**src/design/bgc_pkg.sv**
```systemverilog
// Package for the button gesture classifier.
// Holds the event codes, config reset values and shared structs; no dependencies.
package bgc_pkg;

    localparam int unsigned TimeW = 32;
    localparam int unsigned ThrW  = 16;
    localparam int unsigned ClickW = 2;

    localparam logic [ThrW-1:0] LongPressRst   = 16'd1000;
    localparam logic [ThrW-1:0] DoublePressRst = 16'd300;
    localparam logic [ClickW-1:0] ClicksForDouble = 2'd2;

    typedef enum logic [1:0] {
        EVT_NONE   = 2'd0,
        EVT_SHORT  = 2'd1,
        EVT_LONG   = 2'd2,
        EVT_DOUBLE = 2'd3
    } t_event;

    typedef enum logic {
        REG_LONG_PRESS   = 1'b0,
        REG_DOUBLE_PRESS = 1'b1
    } t_reg_idx;

    typedef struct packed {
        logic [ThrW-1:0] long_thr;
        logic [ThrW-1:0] dbl_thr;
    } t_cfg;

    typedef struct packed {
        t_event evt;
        logic   press_edge;
        logic   release_edge;
    } t_result;

endpackage

```
**src/design/bgc_classify.sv**
```systemverilog
// Gesture state registers and the per-sample classification logic.
// Depends on bgc_pkg.
module bgc_classify (
    input  logic                    i_clk,
    input  logic                    i_rst_n,
    input  logic                    i_advance,
    input  logic                    i_is_down,
    input  logic [bgc_pkg::TimeW-1:0] i_now_ms,
    input  bgc_pkg::t_cfg           i_cfg,
    output bgc_pkg::t_result        o_res
);

    logic                          r_held, n_held;
    logic [bgc_pkg::TimeW-1:0]     r_press_start, n_press_start;
    logic [bgc_pkg::TimeW-1:0]     r_last_release, n_last_release;
    logic                          r_long_rep, n_long_rep;
    logic [bgc_pkg::ClickW-1:0]    r_clicks, n_clicks;

    logic [bgc_pkg::TimeW-1:0]     hold_time;
    logic [bgc_pkg::TimeW-1:0]     since_rel;
    logic                          hold_reached;
    logic                          window_over;

    assign hold_time    = i_now_ms - r_press_start;
    assign hold_reached = hold_time >= {{(bgc_pkg::TimeW-bgc_pkg::ThrW){1'b0}},
                                        i_cfg.long_thr};
    assign since_rel    = i_now_ms - n_last_release;
    assign window_over  = since_rel >= {{(bgc_pkg::TimeW-bgc_pkg::ThrW){1'b0}},
                                        i_cfg.dbl_thr};

    always_comb begin
        n_held         = r_held;
        n_press_start  = r_press_start;
        n_last_release = r_last_release;
        n_long_rep     = r_long_rep;
        n_clicks       = r_clicks;
        o_res.evt          = bgc_pkg::EVT_NONE;
        o_res.press_edge   = 1'b0;
        o_res.release_edge = 1'b0;

        if (i_is_down && !r_held) begin
            n_held           = 1'b1;
            n_press_start    = i_now_ms;
            n_long_rep       = 1'b0;
            o_res.press_edge = 1'b1;
        end else if (i_is_down && !r_long_rep && hold_reached) begin
            o_res.evt  = bgc_pkg::EVT_LONG;
            n_long_rep = 1'b1;
            n_clicks   = '0;
        end else if (!i_is_down && r_held) begin
            n_held             = 1'b0;
            o_res.release_edge = 1'b1;
            if (r_long_rep) begin
                n_clicks = '0;
            end else if (!hold_reached) begin
                n_clicks       = r_clicks + 2'd1;
                n_last_release = i_now_ms;
            end
        end

        // pending clicks only resolve while released
        if (!n_held && (n_clicks != '0)) begin
            if (n_clicks == bgc_pkg::ClicksForDouble) begin
                o_res.evt = bgc_pkg::EVT_DOUBLE;
                n_clicks  = '0;
            end else if (window_over) begin
                o_res.evt = bgc_pkg::EVT_SHORT;
                n_clicks  = '0;
            end
        end
    end

    always_ff @(posedge i_clk) begin
        if (!i_rst_n) begin
            r_held         <= 1'b0;
            r_press_start  <= '0;
            r_last_release <= '0;
            r_long_rep     <= 1'b0;
            r_clicks       <= '0;
        end else if (i_advance) begin
            r_held         <= n_held;
            r_press_start  <= n_press_start;
            r_last_release <= n_last_release;
            r_long_rep     <= n_long_rep;
            r_clicks       <= n_clicks;
        end
    end

endmodule

```
**src/design/button_gesture_classifier_unit.sv**
```systemverilog
// Top level of the button gesture classifier: sample register, config
// registers and result register. Depends on bgc_pkg and bgc_classify.
// A sample moves from the sample register into the result register, and each
//   register holds its contents while the result channel stalls.
// Throughput: one sample per cycle while the result channel does not stall, set
//   by the sample and result registers; gesture state updates as a sample moves on.
// Reset: synchronous active-low; clears both stages, the gesture state and
//   loads the thresholds with 1000 ms (long) and 300 ms (double).
module button_gesture_classifier_unit (
    input  logic                      i_clk,
    input  logic                      i_rst_n,
    // sample channel
    input  logic                      i_in_valid,
    output logic                      o_in_ready,
    input  logic                      i_is_down,
    input  logic [bgc_pkg::TimeW-1:0] i_now_ms,
    // result channel
    output logic                      o_out_valid,
    input  logic                      i_out_ready,
    output logic [1:0]                o_event_res,
    output logic                      o_press_edge,
    output logic                      o_release_edge,
    // config write port
    input  logic                      i_cfg_we,
    input  logic                      i_cfg_index,
    input  logic [bgc_pkg::ThrW-1:0]  i_cfg_wdata
);

    bgc_pkg::t_cfg    r_cfg;
    bgc_pkg::t_result calc_res;
    bgc_pkg::t_result r_res;

    logic                      r_in_valid;
    logic                      r_in_down;
    logic [bgc_pkg::TimeW-1:0] r_in_now;
    logic                      out_free;
    logic                      advance;

    // The result register frees up when empty or when its transaction is taken;
    // the sample register advances into it whenever it is free.
    assign out_free   = !o_out_valid || i_out_ready;
    assign advance    = r_in_valid && out_free;
    assign o_in_ready = !r_in_valid || advance;

    // config registers, to be written by the user only while the block is idle
    always_ff @(posedge i_clk) begin
        if (!i_rst_n) begin
            r_cfg.long_thr <= bgc_pkg::LongPressRst;
            r_cfg.dbl_thr  <= bgc_pkg::DoublePressRst;
        end else if (i_cfg_we) begin
            case (bgc_pkg::t_reg_idx'(i_cfg_index))
                bgc_pkg::REG_LONG_PRESS:   r_cfg.long_thr <= i_cfg_wdata;
                bgc_pkg::REG_DOUBLE_PRESS: r_cfg.dbl_thr  <= i_cfg_wdata;
                default: ;
            endcase
        end
    end

    // sample register: hold while the result stage is stalled
    always_ff @(posedge i_clk) begin
        if (!i_rst_n) begin
            r_in_valid <= 1'b0;
        end else if (o_in_ready) begin
            r_in_valid <= i_in_valid;
        end
    end

    always_ff @(posedge i_clk) begin
        if (o_in_ready && i_in_valid) begin
            r_in_down <= i_is_down;
            r_in_now  <= i_now_ms;
        end
    end

    // classification and gesture state; state advances with the sample
    bgc_classify u_classify (
        .i_clk     (i_clk),
        .i_rst_n   (i_rst_n),
        .i_advance (advance),
        .i_is_down (r_in_down),
        .i_now_ms  (r_in_now),
        .i_cfg     (r_cfg),
        .o_res     (calc_res)
    );

    // result register
    always_ff @(posedge i_clk) begin
        if (!i_rst_n) begin
            o_out_valid <= 1'b0;
        end else if (out_free) begin
            o_out_valid <= r_in_valid;
        end
    end

    always_ff @(posedge i_clk) begin
        if (advance) begin
            r_res <= calc_res;
        end
    end

    assign o_event_res    = r_res.evt;
    assign o_press_edge   = r_res.press_edge;
    assign o_release_edge = r_res.release_edge;

    // a stalled sample keeps its slot and its payload
    a_in_hold: assert property (@(posedge i_clk) disable iff (!i_rst_n)
        (r_in_valid && !out_free) |=> (r_in_valid && $stable(r_in_now)
                                       && $stable(r_in_down)))
        else $error("sample register lost a stalled transaction");

    // a press and a release never land on the same sample
    a_edges_excl: assert property (@(posedge i_clk) disable iff (!i_rst_n)
        o_out_valid |-> !(o_press_edge && o_release_edge))
        else $error("press and release edge flagged together");

    // a long event is only raised while held, never with an edge
    a_long_held: assert property (@(posedge i_clk) disable iff (!i_rst_n)
        (o_out_valid && (o_event_res == bgc_pkg::EVT_LONG))
            |-> (!o_press_edge && !o_release_edge))
        else $error("long event raised on an edge sample");

    // short and double only resolve while released, so never on a press edge
    a_click_rel: assert property (@(posedge i_clk) disable iff (!i_rst_n)
        (o_out_valid && o_press_edge) |-> (o_event_res == bgc_pkg::EVT_NONE))
        else $error("event raised on a press edge");

endmodule
```
**config.mk**
```make
export PLATFORM = sky130hd
export DESIGN_NAME = button_gesture_classifier_unit
export DESIGN_NICKNAME = d
export VERILOG_FILES = /design/src/design/bgc_pkg.sv /design/src/design/bgc_classify.sv /design/src/design/button_gesture_classifier_unit.sv
export SDC_FILE = /design/constraint.sdc
export NUM_CORES = 1
export LEC_CHECK = 0
export ABC_CLOCK_PERIOD_IN_PS = 8700
export CORE_UTILIZATION = 40
export CTS_BUF_LIST = sky130_fd_sc_hd__clkbuf_8
export CTS_CLUSTER_DIAMETER = 150
export DETAILED_ROUTE_END_ITERATION = 16
export DONT_BUFFER_PORTS = 1
export HOLD_SLACK_MARGIN = 0.02
export PLACE_DENSITY = 0.68
export SYNTH_ARGS = -nofsm -noshare
export SYNTH_HDL_FRONTEND = slang
export SYNTH_SLANG_ARGS = --single-unit
```
**constraint.sdc**
```tcl
create_clock -name i_clk -period 8.7 [get_ports i_clk]
set_input_delay 1.305 -clock i_clk [delete_from_list [all_inputs] [get_ports i_clk]]
set_output_delay 1.305 -clock i_clk [all_outputs]
set_load 0.01 [all_outputs]
```
### Yosys cells after proc, flatten, opt, wreduce, memory -nomap -nowiden

Cells that the tools add are included.

* register bits: 139
* latch bits: 0
* RAM bits: 0
* memory bits (read-only): 0
* input port bits: 55
* output and inout bits: 6
* logic and storage cells: 68
* memories: 0

* $add $sub $neg: 3
* $mul: 0
* div/mod/pow operators: 0
* $lt $le $gt $ge: 2
* eq/ne operators: 1
* shift operators: 0
* mux-type cells: 25
* bitwise logic cells: 1
* reduce and logical (&&, ||, !) cells: 22

Operators with widths (count)
* 32-bit 2-to-1 mux: 5
* 32-bit by 16-bit >= comparator with 1-bit output: 2
* 32-bit subtractor: 2
* 2-bit 2-to-1 mux: 13
* 2-bit AND reduction: 4
* 1-bit logical AND: 7
* 1-bit 2-to-1 mux: 7
* 1-bit logical NOT: 6
* 2-bit nonzero test: 2
* 2-bit by 1-bit adder with 2-bit output, second input constant: 1
* 2-bit equality test, second input constant: 1
* 1-bit logical OR: 2
* 2-bit OR reduction: 1
* 1-bit inverter: 1

### Depth between registers and ports, before layout

* depth in word-level cells: 12
* depth in mapped cells: 44
* mapped depth without buffers: 43

### Cells and area by module

Synthesis repeated with hierarchy kept, for this count alone.

* cell total of the unflattened synthesis: 1246
* area total of the unflattened synthesis: 10258.6 µm²

Modules (own cells, without submodules)
* bgc_classify: instances 1, cells each 1068, area each 7815.0 µm², seq. area each 1361.3 µm²
* button_gesture_classifier_unit: instances 1, cells each 178, area each 2443.6 µm², seq. area each 1791.7 µm²

### Worst setup path after synthesis

No wires, ideal clock.

* path kind: register to register
* start point: register r_in_now[4] (netlist name)
* end point: register r_res (netlist bit o_event_res[0]) (data pin)
* setup time: 0.273 ns
* arrival: 8.698 ns
* required time: 8.427 ns
* setup slack: -0.271 ns
* stages on the path, launching flop included: 44
* path buffers: 2
* clock period less this slack: 8.971 ns
* cells stage by stage: edfxtp_1 -> ha_1 -> a21o_1 -> a211o_1 -> o21a_1 -> nand2b_1 -> and2_1 -> o21ai_0 -> nand2_1 -> a21o_1 -> a21oi_1 -> xnor2_1 -> ha_1 -> nand4_1 -> nor3_1 -> a221oi_1 -> nand4_1 -> or4_4 -> [... 8 more ...] -> a21oi_1 -> o21a_1 -> o21ai_0 -> nand2b_1 -> a21o_1 -> a21oi_1 -> xnor2_1 -> ha_1 -> a221oi_1 -> nand4_1 -> nor4_1 -> nand3_1 -> or4_1 -> a2111oi_0 -> nand3_1 -> nor2_1 -> a41o_1 -> o32ai_2

* longest elaborated chain between the ends: 12
* elaborated cells between the ends (all ways): 24
* those cells by class: add/sub (2); order compare (2); eq/ne (1); mux (15); reduce/logical (4)

Ends and longest elaborated chain
* from (decl): RTL line button_gesture_classifier_unit.sv:35 `logic [bgc_pkg::TimeW-1:0] r_in_now;`
* from (signal assigned): RTL line button_gesture_classifier_unit.sv:71 `r_in_now <= i_now_ms;`
* 32-bit subtractor: RTL line bgc_classify.sv:24 `assign hold_time = i_now_ms - r_press_start;`
* 32-bit by 16-bit >= comparator with 1-bit output: RTL line bgc_classify.sv:25 `assign hold_reached = hold_time >= {{(bgc_pkg::TimeW-bgc_pkg::ThrW){1'b0}},`
* 32-bit 2-to-1 mux: RTL line bgc_classify.sv:55 `end else if (!hold_reached) begin`
* 32-bit 2-to-1 mux: RTL line bgc_classify.sv:53 `if (r_long_rep) begin`
* 32-bit 2-to-1 mux: RTL line bgc_classify.sv:50 `end else if (!i_is_down && r_held) begin`
* 32-bit 2-to-1 mux: RTL line bgc_classify.sv:46 `end else if (i_is_down && !r_long_rep && hold_reached) begin`
* 32-bit 2-to-1 mux: RTL line bgc_classify.sv:41 `if (i_is_down && !r_held) begin`
* 32-bit subtractor: RTL line bgc_classify.sv:27 `assign since_rel = i_now_ms - n_last_release;`
* 32-bit by 16-bit >= comparator with 1-bit output: RTL line bgc_classify.sv:28 `assign window_over = since_rel >= {{(bgc_pkg::TimeW-bgc_pkg::ThrW){1'b0}},`
* 2-bit 2-to-1 mux: RTL line bgc_classify.sv:66 `end else if (window_over) begin`
* 2-bit 2-to-1 mux: RTL line bgc_classify.sv:63 `if (n_clicks == bgc_pkg::ClicksForDouble) begin`
* 2-bit 2-to-1 mux *: RTL line bgc_classify.sv:62 `if (!n_held && (n_clicks != '0)) begin`
* to (signal assigned): RTL line button_gesture_classifier_unit.sv:97 `r_res <= calc_res;`
* to (decl): RTL line button_gesture_classifier_unit.sv:31 `bgc_pkg::t_result r_res;`

Every way passes the cells marked *; elsewhere a longest branch is shown, timed or not.
A chain may end at the register's enable or synchronous reset.

### Worst setup path in the final report

Ends and elaborated chain as after synthesis.

==> results.env <==
SYNTH_SEQ_CELLS=139
VIAS=9247
LAYOUT.CELLS.MOST_COMMON='sky130_fd_sc_hd__nand2_1'
SYNTH.CELL_AREA_UM2=9820
VIA_DENSITY=5.64
CLKTRANSATPATHREGS_NS=0.08
TRITONCTS='yes'
SYN-INSTANCE-COUNT=1222
LAYOUT.CELLS.MOST_COMMON_LIST='180 x sky130_fd_sc_hd__nand2_1, 129 x sky130_fd_sc_hd__a21oi_1, 113 x sky130_fd_sc_hd__buf_4'
MAXIMUM_SINGLE_STAGE_DELAY_ON_THE_CRITICAL_PATH_NS=0.59
DIE-WIDTH_UM=159
CTS_MAX_PATH_BUFFERS=2
PORTBUFFERS=0
GRT_START_MAX_NET_PINS=70
LEAKAGE_POWER_SUMMED_OVER_ALL_CELLS_nW=4.64
NETLIST-CELL-TYPE-COUNT=73
TOTAL_CTS_BUFFERS=17
COMB_PWR_SHARE_PCT=30.2
P_INT_mW=1.20
SYN_NETS=1375
SYN_TO_FINAL_GROWTH_PCT=17.0
CPMOSTUSEDCELL='sky130_fd_sc_hd__a21oi_2'
ROUTEDWLPERCELL_UM=17.4
FLOORPLAN.IO_PINS=61
TIGHTEST_HOLD_MARGIN_NS=0.455
DRC=0
FINAL.PERIOD_UTILIZATION_PCT=103
RSZ0062_AT_GRT='yes'
CORE_REGION_AREA_UM2=23800
MAXCAPVIOLATIONS=0
POST-ROUTE-UTIL_PCT=48.4
MAIN_FLOP_TYPE_AFTER_SYNTHESIS='sky130_fd_sc_hd__dfxtp_1'
GLOBALROUTEOVERFLOWTOTAL=0
SLEW_VIOLATIONS=0
RR_WORST_DEPTH=42
FINALHOLDVIOLATIONS=0
LAYOUT.CELL_AREA.NON_FILLER_UM2=11500
POSTLAYOUTSETUPSLACKWORST_NS=-0.266
TOTALNEGATIVESETUPSLACK_NS=-0.644
VIAS_IN_THE_FIRST_GLOBAL_ROUTE=8586
FP-ROW-COUNT=56
SETUP.REG_TO_REG.WORST_SLACK_NS=-0.27
INITIAL_CORE_UTILIZATION_PCT=41.3
DRTPASS1ITERATIONS=5
YOSYSTOPAREACELL='sky130_fd_sc_hd__dfxtp_1'
FINAL.FILL_COUNT=2254
SYNTHESIS.AREA_PER_INSTANCE_UM2=8.04
REGTOREGENDPOINT='o_event_res[0]$_SDFFCE_PN0P_'
CRITPATHARRIVALTIME_NS=9.15
NUMCLOCKSINKS=139
GRT_PASS1_WL_UM=44800
YOSYSSEQAREASHARE_PCT=32.1
FLOORPLAN_DIE_AREA_UM2=25200
REPORT.FINAL.SETUP_VIOL=3
YS_TOP_CELLS_BY_AREA='sky130_fd_sc_hd__dfxtp_1 21%, sky130_fd_sc_hd__ha_1 12%, sky130_fd_sc_hd__edfxtp_1 11%'
VIOLATIONS='negative setup slack'
HOLD_CLASS='reg2reg'
POWER.SWITCHING_uW=616
SYNTH.YOSYS.WARNINGS=0
MAX_SLEW.WORST_PIN.SLEW_NS=1.18
MAX_FREQ_MHz=112
NUMBER_OF_ANTENNA_VIOLATIONS_AT_THE_FIRST_CHECK_IN_GLOBAL_ROUTING=0
CLOCK_TREE.HTREE_LEVEL_COUNT=4
MULTI_INPUT_GATE_AREA_UM2=6300
PLACE_CONGESTION=0.973
POWER_FRAC_SEQ_PCT=40.2
SLEW_HEADROOM_PCT=21.3
INSTANCES_NO_FILL=1640
PROPORTION_OF_POWER_DRAWN_BY_THE_CLOCK_NETWORK_PCT=29.6
TIMING.CRITICAL_PATH.FANOUT_MAX=4
LAYOUT_MIN_CYCLE_TIME_NS=8.97
MAX-VDD-IR-DROP_mV=0.0741
HPWL_UM=21200
POWER.SHARE.SWITCHING_PCT=34.0
DETAILED_PLACE.AREA_UM2=10600
PLACE_INST=1567
SETUP_CP_TYPE='reg2reg'
FINALCLOCKSKEW_NS=0.0231
DRT_ITER0_DRC=735
HOLDPATHEND='u_classify.r_press_start[13]$_SDFFE_PN0P_'
WORSTHOLDPATHCELLS=2
ANTENNA_CELLS=0
POST-SYNTH-TOP-AREA-FRACTION_PCT=20.8
AREA.SEQUENTIAL_UM2=3150
NUMBER_OF_FLOPS_MAPPED_TO_ENABLE_CELLS_BY_YOSYS=37
DIEHEIGHT_UM=159
DESIGN_POWER_TOTAL_mW=1.81
CRITICAL-PATH-SLOWEST-CELL='sky130_fd_sc_hd__or4_4'
WL_UM=28500
END_KIND='flop'
WORST-ENDPOINT-REQUIRED_NS=8.89
CLK_ROOT_BUFFER_CELL='sky130_fd_sc_hd__clkbuf_8'
DP_WORST_SETUP_SLACK_NS=-0.253
GRT_UTIL_ALL_LAYERS_PCT=23.1
WORST_SETUP_PATH_START_KIND='flop'
ANT_NETS=0
POWERDENSITY_nW_PER_UM2=158
DESIGN.FINAL.NETS=1461
SYNTH-ASYNC-RESET-RATIO_PCT=0
FF_TO_FF_START='r_in_now[4]$_DFFE_PP_'
MIN-DELAY-START='u_classify.r_press_start[13]$_SDFFE_PN0P_'
CLK_LATENCY_NS=0.47
RUN_STATUS='complete, but fails checks'
DRIVE_ABOVE_1_SHARE_PCT=15.4
[worst max path at each step]
stage	start	end	slack [ns]	cells past startpoint
after detailed placement	r_in_now[4]$_DFFE_PP_	o_event_res[0]$_SDFFCE_PN0P_	-0.25	41
after global placement	r_in_now[4]$_DFFE_PP_	o_event_res[0]$_SDFFCE_PN0P_	-0.14	41
after CTS	r_in_now[4]$_DFFE_PP_	o_event_res[0]$_SDFFCE_PN0P_	-0.04	43
after floorplan	r_in_now[4]$_DFFE_PP_	o_event_res[0]$_SDFFCE_PN0P_	0.02	43
after global routing	r_in_now[4]$_DFFE_PP_	o_event_res[0]$_SDFFCE_PN0P_	-0.70	42
final	r_in_now[4]$_DFFE_PP_	o_event_res[0]$_SDFFCE_PN0P_	-0.27	42
[synth_stat cells (12+ instances only)]
| library cell | n |
|---|---|
| sky130_fd_sc_hd__nand3_1 | 16 |
| sky130_fd_sc_hd__clkbuf_1 | 42 |
| sky130_fd_sc_hd__nand2b_1 | 21 |
| sky130_fd_sc_hd__inv_1 | 94 |
| sky130_fd_sc_hd__nand4_1 | 16 |
| sky130_fd_sc_hd__a211oi_1 | 43 |
| sky130_fd_sc_hd__o211ai_1 | 20 |
| sky130_fd_sc_hd__mux2i_1 | 33 |
| sky130_fd_sc_hd__dfxtp_1 | 102 |
| sky130_fd_sc_hd__a21oi_1 | 137 |
| sky130_fd_sc_hd__nor2b_1 | 16 |
| sky130_fd_sc_hd__xnor2_1 | 22 |
| sky130_fd_sc_hd__ha_1 | 96 |
| sky130_fd_sc_hd__a21o_1 | 17 |
| sky130_fd_sc_hd__o21ai_0 | 45 |
| sky130_fd_sc_hd__nor2_1 | 86 |
| sky130_fd_sc_hd__nor3_1 | 28 |
| sky130_fd_sc_hd__o21a_1 | 16 |
| sky130_fd_sc_hd__xor2_1 | 12 |
| sky130_fd_sc_hd__nand2_1 | 181 |
| sky130_fd_sc_hd__edfxtp_1 | 37 |
[power groups by stage]
stage | clock network, mW | logic [mW] | registers (mW)
2_1_floorplan | 0 | 0.362 | 0.729
3_3_place_gp | 0 | 0.490 | 0.740
3_5_place_dp | 0 | 0.497 | 0.741
4_1_cts | 0.544 | 0.521 | 0.727
5_1_grt | 0.571 | 0.609 | 0.731
6_report | 0.537 | 0.548 | 0.728
[critical path: cells and delay by family, from the launching register on]
kind	cells	cell delay, ns
compound gates	20	3.27
xor+xnor	2	0.18
fa+ha+maj	4	1.20
buf+inv	1	0.14
flops	1	0.44
mux	1	0.19
simple gates	14	3.26
[routing by layer]
layer / up-vias / track usage, % / wire length (µm)
li1: 4563 / - / -
met1: 4349 / 30.3 / 12900
met2: 274 / 37.9 / 13200
met3: 61 / 2.89 / 1370
met4: 0 / 10.0 / 918
met5: - / 0 / 0
[flip-flops by register name (all words and copies together), names as in the netlist]
signal                     cells
o_event_res                    2
r_in_valid                     1
r_cfg                         32
r_in_down                      1
r_in_now                      32
o_release_edge                 1
u_classify.r_long_rep          1
u_classify.r_last_release     32
o_press_edge                   1
u_classify.r_press_start      32
u_classify.r_clicks            2
o_out_valid                    1
u_classify.r_held              1
[cell type report]
type                       count  share of cell area [%]
clock buffer                  17                    2.04
clock inverter                15                    1.38
inverter                      95                    3.10
multi-input combinational    939                    54.8
sequential                   139                    27.4
tap                          319                    3.47
timing repair buffer         116                    7.75
[cells by family (layout without fill, tap and decap cells)]
kind of cell	Yosys count	count (layout)	share of synthesized area, %
and+or+nand+nor	411	412	19.2
AOI/OAI and AO/OA	358	358	23.4
buffers and inverters	145	243	5.75
DFF	139	139	32.1
adders and majority gates	98	98	12.6
muxes	37	37	3.82
xor gates and xnor gates	34	34	3.03
[repair_timing]
item | in CTS | in global routing
gates cloned | 1 | 0
hold buffers | 0 | 0
buffers inserted | 34 | 6
endpoints found under the setup margin | 3 | 3
pin swaps | 3 | 27
gates resized for setup | 16 | 26
hold endpoints to repair | 0 | 0
No activity file was read; power rests on OpenSTA's default activity.
